`config.mk`:
```
export PLATFORM = sky130hd
export DESIGN_NAME = reload_decrementer_timer_top
export DESIGN_NICKNAME = d
export VERILOG_FILES = /design/src/sv/rdt_pkg.sv /design/src/sv/rdt_core.sv /design/src/sv/rdt_out_buf.sv /design/src/sv/reload_decrementer_timer_top.sv
export SDC_FILE = /design/constraint.sdc
export NUM_CORES = 1
export LEC_CHECK = 0
export BUFFER_PORTS_ARGS = -buffer_cell sky130_fd_sc_hd__buf_2
export CAP_MARGIN = 25
export CELL_PAD_IN_SITES_DETAIL_PLACEMENT = 0
export CELL_PAD_IN_SITES_GLOBAL_PLACEMENT = 1
export CORE_ASPECT_RATIO = 0.9
export CORE_MARGIN = 3
export CORE_UTILIZATION = 43
export CTS_CLUSTER_SIZE = 10
export DETAILED_ROUTE_END_ITERATION = 7
export PLACE_DENSITY = 0.77
export SKIP_LAST_GASP = 1
export SYNTH_ARGS = -nofsm -noshare
export SYNTH_HDL_FRONTEND = slang
export SYNTH_SLANG_ARGS = --single-unit
```
`constraint.sdc`:
```
create_clock -name clock -period 5.9 [get_ports clock]
set_input_delay 0.59 -clock clock [delete_from_list [all_inputs] [get_ports clock]]
set_output_delay 0.59 -clock clock [all_outputs]
set_load 0.005 [all_outputs]
```
`src/sv/rdt_pkg.sv`:
```
// shared types and constants for the reloading decrementer timer
// no dependencies; imported by every module of the block
package rdt_pkg;

   localparam int unsigned COUNT_W      = 16;
   localparam int unsigned CLOCKS_W     = 8;
   localparam int unsigned MASK_W       = 4;
   localparam int unsigned REST_W       = 2;
   localparam int unsigned DEC_W        = CLOCKS_W + 1 - REST_W;
   localparam int unsigned REQ_DATA_W   = 32;
   localparam int unsigned RSP_DATA_W   = 24;
   localparam logic [MASK_W-1:0] IRQ_LEVEL = MASK_W'(3);

   typedef enum logic [1:0] {
      MODE_TICK  = 2'd0,
      MODE_WRITE = 2'd1,
      MODE_FORCE = 2'd2
   } mode_type;

   typedef struct packed {
      mode_type                  mode;
      logic [CLOCKS_W-1:0]       clocks;
      logic [COUNT_W-1:0]        write_value;
      logic [MASK_W-1:0]         interrupt_mask;
   } req_type;

   typedef struct packed {
      logic [COUNT_W-1:0]        count_value;
      logic [COUNT_W-1:0]        reload_base;
      logic [REST_W-1:0]         prescale_rest;
   } state_type;

   typedef struct packed {
      logic                      irq_taken;
      logic                      expired;
      logic [COUNT_W-1:0]        count_now;
   } rsp_type;

endpackage

```
`src/sv/rdt_core.sv`:
```
// next-state and result logic for one request of the timer
// depends on rdt_pkg
module rdt_core
   import rdt_pkg::*;
(
   input  req_type   req,
   input  state_type state,
   output state_type state_next,
   output rsp_type   rsp
);

   logic [CLOCKS_W:0]   eff;
   logic [DEC_W-1:0]    dec;
   logic [COUNT_W-1:0]  dec_ext;
   logic                enabled;
   logic                hit_zero;

   assign enabled  = (state.reload_base != '0);
   assign eff      = {1'b0, req.clocks} + {{(CLOCKS_W + 1 - REST_W){1'b0}}, state.prescale_rest};
   assign dec      = eff[CLOCKS_W:REST_W];
   assign dec_ext  = {{(COUNT_W - DEC_W){1'b0}}, dec};
   assign hit_zero = (state.count_value <= dec_ext);

   always_comb begin
      state_next    = state;
      rsp.expired   = 1'b0;
      rsp.irq_taken = 1'b0;
      case (req.mode)
         MODE_TICK: begin
            if (enabled) begin
               state_next.prescale_rest = eff[REST_W-1:0];
               if (hit_zero) begin
                  // overshoot plus base, wrapping at the counter width
                  state_next.count_value = state.count_value + state.reload_base - dec_ext;
                  rsp.expired   = 1'b1;
                  rsp.irq_taken = (req.interrupt_mask >= IRQ_LEVEL);
               end else begin
                  state_next.count_value = state.count_value - dec_ext;
               end
            end
         end
         MODE_WRITE: begin
            state_next.reload_base   = req.write_value;
            state_next.count_value   = req.write_value;
            state_next.prescale_rest = '0;
         end
         MODE_FORCE: begin
            if (enabled) begin
               state_next.count_value = '0;
            end
         end
         default: begin
            state_next = state;
         end
      endcase
      rsp.count_now = state_next.count_value;
   end

endmodule

```
`src/sv/rdt_out_buf.sv`:
```
// two-entry result queue that decouples the timer from a stalling receiver
// depends on rdt_pkg
module rdt_out_buf
   import rdt_pkg::*;
(
   input  logic    clock,
   input  logic    reset,
   input  logic    push,
   input  rsp_type push_data,
   output logic    full,
   output logic    pop_valid,
   input  logic    pop_ready,
   output rsp_type pop_data
);

   rsp_type     slot_ff [2];
   logic        wr_ptr_ff;
   logic        wr_ptr_in;
   logic        rd_ptr_ff;
   logic        rd_ptr_in;
   logic [1:0]  fill_ff;
   logic [1:0]  fill_in;
   logic        pop;

   assign pop       = pop_valid && pop_ready;
   assign pop_valid = (fill_ff != 2'd0);
   assign full      = (fill_ff == 2'd2);
   assign pop_data  = slot_ff[rd_ptr_ff];
   assign wr_ptr_in = push ? ~wr_ptr_ff : wr_ptr_ff;
   assign rd_ptr_in = pop ? ~rd_ptr_ff : rd_ptr_ff;

   always_comb begin
      fill_in = fill_ff;
      if (push && !pop) begin
         fill_in = fill_ff + 2'd1;
      end else if (pop && !push) begin
         fill_in = fill_ff - 2'd1;
      end
   end

   always_ff @(posedge clock) begin
      if (reset) begin
         wr_ptr_ff <= 1'b0;
         rd_ptr_ff <= 1'b0;
         fill_ff   <= 2'd0;
      end else begin
         wr_ptr_ff <= wr_ptr_in;
         rd_ptr_ff <= rd_ptr_in;
         fill_ff   <= fill_in;
      end
   end

   always_ff @(posedge clock) begin
      if (push) begin
         slot_ff[wr_ptr_ff] <= push_data;
      end
   end

endmodule

```
`src/sv/reload_decrementer_timer_top.sv`:
```
// reloading 16-bit decrementer timer, top level
// depends on rdt_pkg, rdt_core and rdt_out_buf
//
// usage
// - request channel (req_): one request per handshake; tuser carries the mode
//   (tick, write base, force to zero), tdata the clocks, write value and mask
// - response channel (rsp_): exactly one response per request, in order,
//   carrying the counter after the request, the expiry flag and irq taken
// - each response is registered in the output queue and leaves behind any older ones
// - throughput: one request per cycle while the queue is not full; the counter,
//   base and prescaler update in the accepting cycle, so back-to-back ticks see each other
// - a two-entry response queue sits on the output; req_tready is low while both
//   entries are occupied or reset is high, and the queue drops no response
// - reset clears counter, base and prescaler (timer disabled) and empties
//   the queue; no request is taken while reset is high
module reload_decrementer_timer_top
   import rdt_pkg::*;
(
   input  logic                  clock,
   input  logic                  reset,
   input  logic                  req_tvalid,
   output logic                  req_tready,
   // [1:0] mode
   input  logic [1:0]            req_tuser,
   // [7:0] clocks, [23:8] write_value, [27:24] interrupt_mask, [31:28] zero
   input  logic [REQ_DATA_W-1:0] req_tdata,
   output logic                  rsp_tvalid,
   input  logic                  rsp_tready,
   // [15:0] count_now, [16] expired, [17] irq_taken, [23:18] zero
   output logic [RSP_DATA_W-1:0] rsp_tdata
);

   state_type state_ff;
   state_type state_in;
   state_type state_next;
   req_type   req;
   rsp_type   core_rsp;
   rsp_type   buf_rsp;
   logic      accept;
   logic      buf_full;

   assign req.mode           = mode_type'(req_tuser);
   assign req.clocks         = req_tdata[7:0];
   assign req.write_value    = req_tdata[23:8];
   assign req.interrupt_mask = req_tdata[27:24];

   assign req_tready = !buf_full && !reset;
   assign accept     = req_tvalid && req_tready;
   assign state_in   = accept ? state_next : state_ff;

   rdt_core u_core (
      .req        (req),
      .state      (state_ff),
      .state_next (state_next),
      .rsp        (core_rsp)
   );

   always_ff @(posedge clock) begin
      if (reset) begin
         state_ff <= '0;
      end else begin
         state_ff <= state_in;
      end
   end

   rdt_out_buf u_out_buf (
      .clock     (clock),
      .reset     (reset),
      .push      (accept),
      .push_data (core_rsp),
      .full      (buf_full),
      .pop_valid (rsp_tvalid),
      .pop_ready (rsp_tready),
      .pop_data  (buf_rsp)
   );

   assign rsp_tdata = {6'd0, buf_rsp.irq_taken, buf_rsp.expired, buf_rsp.count_now};

`ifndef SYNTHESIS
   a_irq_needs_expiry : assert property (@(posedge clock) disable iff (reset)
      rsp_tvalid |-> (!buf_rsp.irq_taken || buf_rsp.expired))
      else $error("irq taken without expiry");

   a_disabled_no_expiry : assert property (@(posedge clock) disable iff (reset)
      (accept && state_ff.reload_base == '0) |-> !core_rsp.expired)
      else $error("expiry while timer disabled");

   a_write_clears_rest : assert property (@(posedge clock) disable iff (reset)
      (accept && req.mode == MODE_WRITE) |=>
         (state_ff.prescale_rest == '0 && state_ff.count_value == state_ff.reload_base))
      else $error("write did not load base and counter");

   a_full_blocks : assert property (@(posedge clock) disable iff (reset)
      (buf_full && !rsp_tready) |=> !req_tready)
      else $error("queue drained without a response handshake");

   a_state_hold : assert property (@(posedge clock) disable iff (reset)
      !accept |=> $stable(state_ff))
      else $error("timer state moved without a request");
`endif

endmodule

```
==> results.md <==
* Critical path fanouts, max at 8
* Setup CP Type: primary input to flop
* DPL Wire Length at 12700 um
* Detailed-router iteration count before antenna repair at 7
* Worst r2r path cells at 16
* FF+latch count, synth at 75
* Seq/Total Area, Yosys at 33.6%
* Ranking of synthesized cells by area: edfxtp_1, dfxtp_1, ha_1
* Boundary pin count at 64
* Clk buf depth at 2
* Final Max Tran Viols at 0
* Worst setup EP type: flop
* Wirelength per Cell at 19.4 um
* EDFF count, synth at 36
* Fmax at 192 MHz
* Die ar. at 0.0143 mm2
* Worst slew margin at 38.9%
* Cts hold-fix bufs at 0
* RSZ-0062 raised after global routing: no
* Final core occ at 50.3%
* Mean post-synth cell area at 8.63 um2
* Vias in the first global route at 4797
* Power Dens Cells at 364 mW/mm2
* Reg-to-reg endpoint: u_out_buf.slot_ff[0][14]
* Post-synth ARST share at 0%
* Cell variety after synth at 73
* Initial DRC count at 536
* Area delta synth->final at 11.8%
* Cell count of the worst hold path at 2
* DR vias at 5085
* Post_cts resized at 0
* Setup TNS at 0 ps
* CTS H-tree depth at 3
* Min Tclk post-route at 5210 ps
* Most common cell in the synthesized netlist: nand2_1
* Clock slew at reported path FFs at 60 ps
* Pleak at 2.53 nW
* Ant. Diodes at 0
* Outcome: finished, final reports clean
* First-pass GRT wire length at 26100 um
* IO Port Bufs at 53
* Post-Syn Instances at 642
* Final critical-path share of the clock period at 88.2%
* Synth Warn # at 0
* Final hold vios at 0
* Clk_skew at 8.99 ps
* Non-Filler Instances at 851
* Global Route Usage Sum at 23.1%
* Hold WS at 482 ps
* Routed wire length at 16500 um
* Final ANT Viol Nets at 0
* Starting Density at 45.0%
* Dpl cell area at 0.00591 mm2
* # rows at 38
* Post-CTS Setup Inserts at 0
* TritonCTS clock tree: done
* Hold Path End: state_ff[12]
* Post-route cell area at 0.00619 mm2
* Synth Flop Type: dfxtp_1
* CP required at 5970 ps
* Syn Std Cell Area at 0.00554 mm2
* Final-report setup violation count at 0
* Initial antenna violation count at 0
* Die width at 126 um
* Chip height at 114 um
* CP arrival at 5270 ps
* Worst r2r src: state_ff[1]
* Synth top cells by count: nand2_1, inv_1, nor2_1
* Post-synth top area cell: edfxtp_1
* Core area at 0.0123 mm2
* GP Congestion at 0.953
* Share of layout cells above drive strength 1 at 14.9%
* CTS Buf Count at 9
* DRC errors left at 0
* Post-placement cell count at 835
* Clk Latency, worst-skew pair at 340 ps
* Worst reg2reg setup slack at 730 ps
* Clk sink count at 75
* Worst slew pin tran at 914 ps
* Hold path start: state_ff[12]
* Vias per cell at 5.98
* GRT Residual Overflow at 0
* Root Driver: clkbuf_16
* Pin count of the biggest net entering global routing at 32
* Worst Setup Start Kind: primary input
* Nets at 765
* HP Class: flop to flop
* Synth top area share at 19.5%
* Max-cap violations at 0
* VDD IR max at 0.000168 V
==> cells by family after synthesis <==
| family | synth area share (%) |
|---|---|
| other cells | 0.0677 |
| mux | 4.92 |
| simple gates | 17.5 |
| flops | 33.6 |
| compound gates | 21.4 |
| buf+inv | 6.32 |
| fa+ha+maj | 10.4 |
| xor+xnor | 5.71 |
==> worst max path at each step <==
stage | startpoint | end | slack (ps)
floorplan | req_tdata[1] | u_out_buf.slot_ff[0][14] | 1070
global placement | req_tdata[1] | u_out_buf.slot_ff[1][14] | 560
detailed placement | req_tdata[1] | u_out_buf.slot_ff[0][14] | 410
CTS | req_tdata[1] | u_out_buf.slot_ff[1][14] | 750
global route | req_tdata[1] | u_out_buf.slot_ff[1][14] | 290
finish | req_tdata[1] | u_out_buf.slot_ff[0][14] | 690
==> power by group <==
part           internal (mW)  leakage, nW  switching [mW]
combinational          0.426         1.75           0.612
sequential             0.623        0.655          0.0716
clock                  0.295        0.129           0.224
==> cell type report <==
cell class,count,area [um2]
clock buffer,10,239
clock inverter,6,40.0
fill,1216,6120
inverter,56,210
multi-input combinational,487,3350
sequential,75,1860
tap,160,200
timing repair buffer,57,295
==> per-stage QoR <==
step / setup WS [ps] / total power [mW]
floorplan: 1070 / 1.42
global placement: 560 / 1.69
detailed placement: 408 / 1.72
CTS: 748 / 2.23
global route: 290 / 2.39
finish: 695 / 2.25
==> cells in the final DEF, fill, tap and decap left out, types with 4 or more instances in the layout <==
cell,n
a211oi_1,5
a21o_1,12
a21oi_1,48
a22oi_1,4
a31oi_1,7
a32oi_1,4
and3_1,7
buf_2,53
buf_4,4
clkbuf_16,9
conb_1,6
dfxtp_1,39
edfxtp_1,36
fa_1,7
ha_1,34
inv_1,54
mux2_2,18
mux2i_1,7
nand2_1,66
nand3_1,10
nand4_1,4
nor2_1,54
nor3_1,14
nor4_1,13
o211ai_1,8
o21ai_0,43
o31ai_1,11
or2_2,4
or3_1,4
xnor2_1,19
xor2_1,12
==> sequential cells by signal, summed over array words and instances (netlist names), named ones only <==
| signal | cells |
|---|---|
| u_out_buf.rd_ptr_ff | 1 |
| u_out_buf.fill_ff | 2 |
| u_out_buf.wr_ptr_ff | 1 |
| u_out_buf.slot_ff | 36 |
| state_ff | 34 |
==> layer usage <==
layer | wire length (um) | GRT usage (%) | vias up
met5 | 0 | 0 | -
met4 | 332 | 6.00 | 0
met2 | 7280 | 36.5 | 192
met3 | 1130 | 4.73 | 30
met1 | 7770 | 32.6 | 2438
li1 | - | - | 2425
==> critical path, cell delays in order <==
cell,delay (ps)
buf_2,120
ha_1,280
a21oi_1,180
nor4_1,650
or2_0,420
xnor2_1,180
ha_1,250
ha_1,350
and3_1,160
a2111oi_0,500
buf_4,210
a21o_1,130
a31oi_1,90
or2_2,310
and4b_1,210
nor4_1,470
o31ai_1,140
Power figures use the tool's default switching activity.
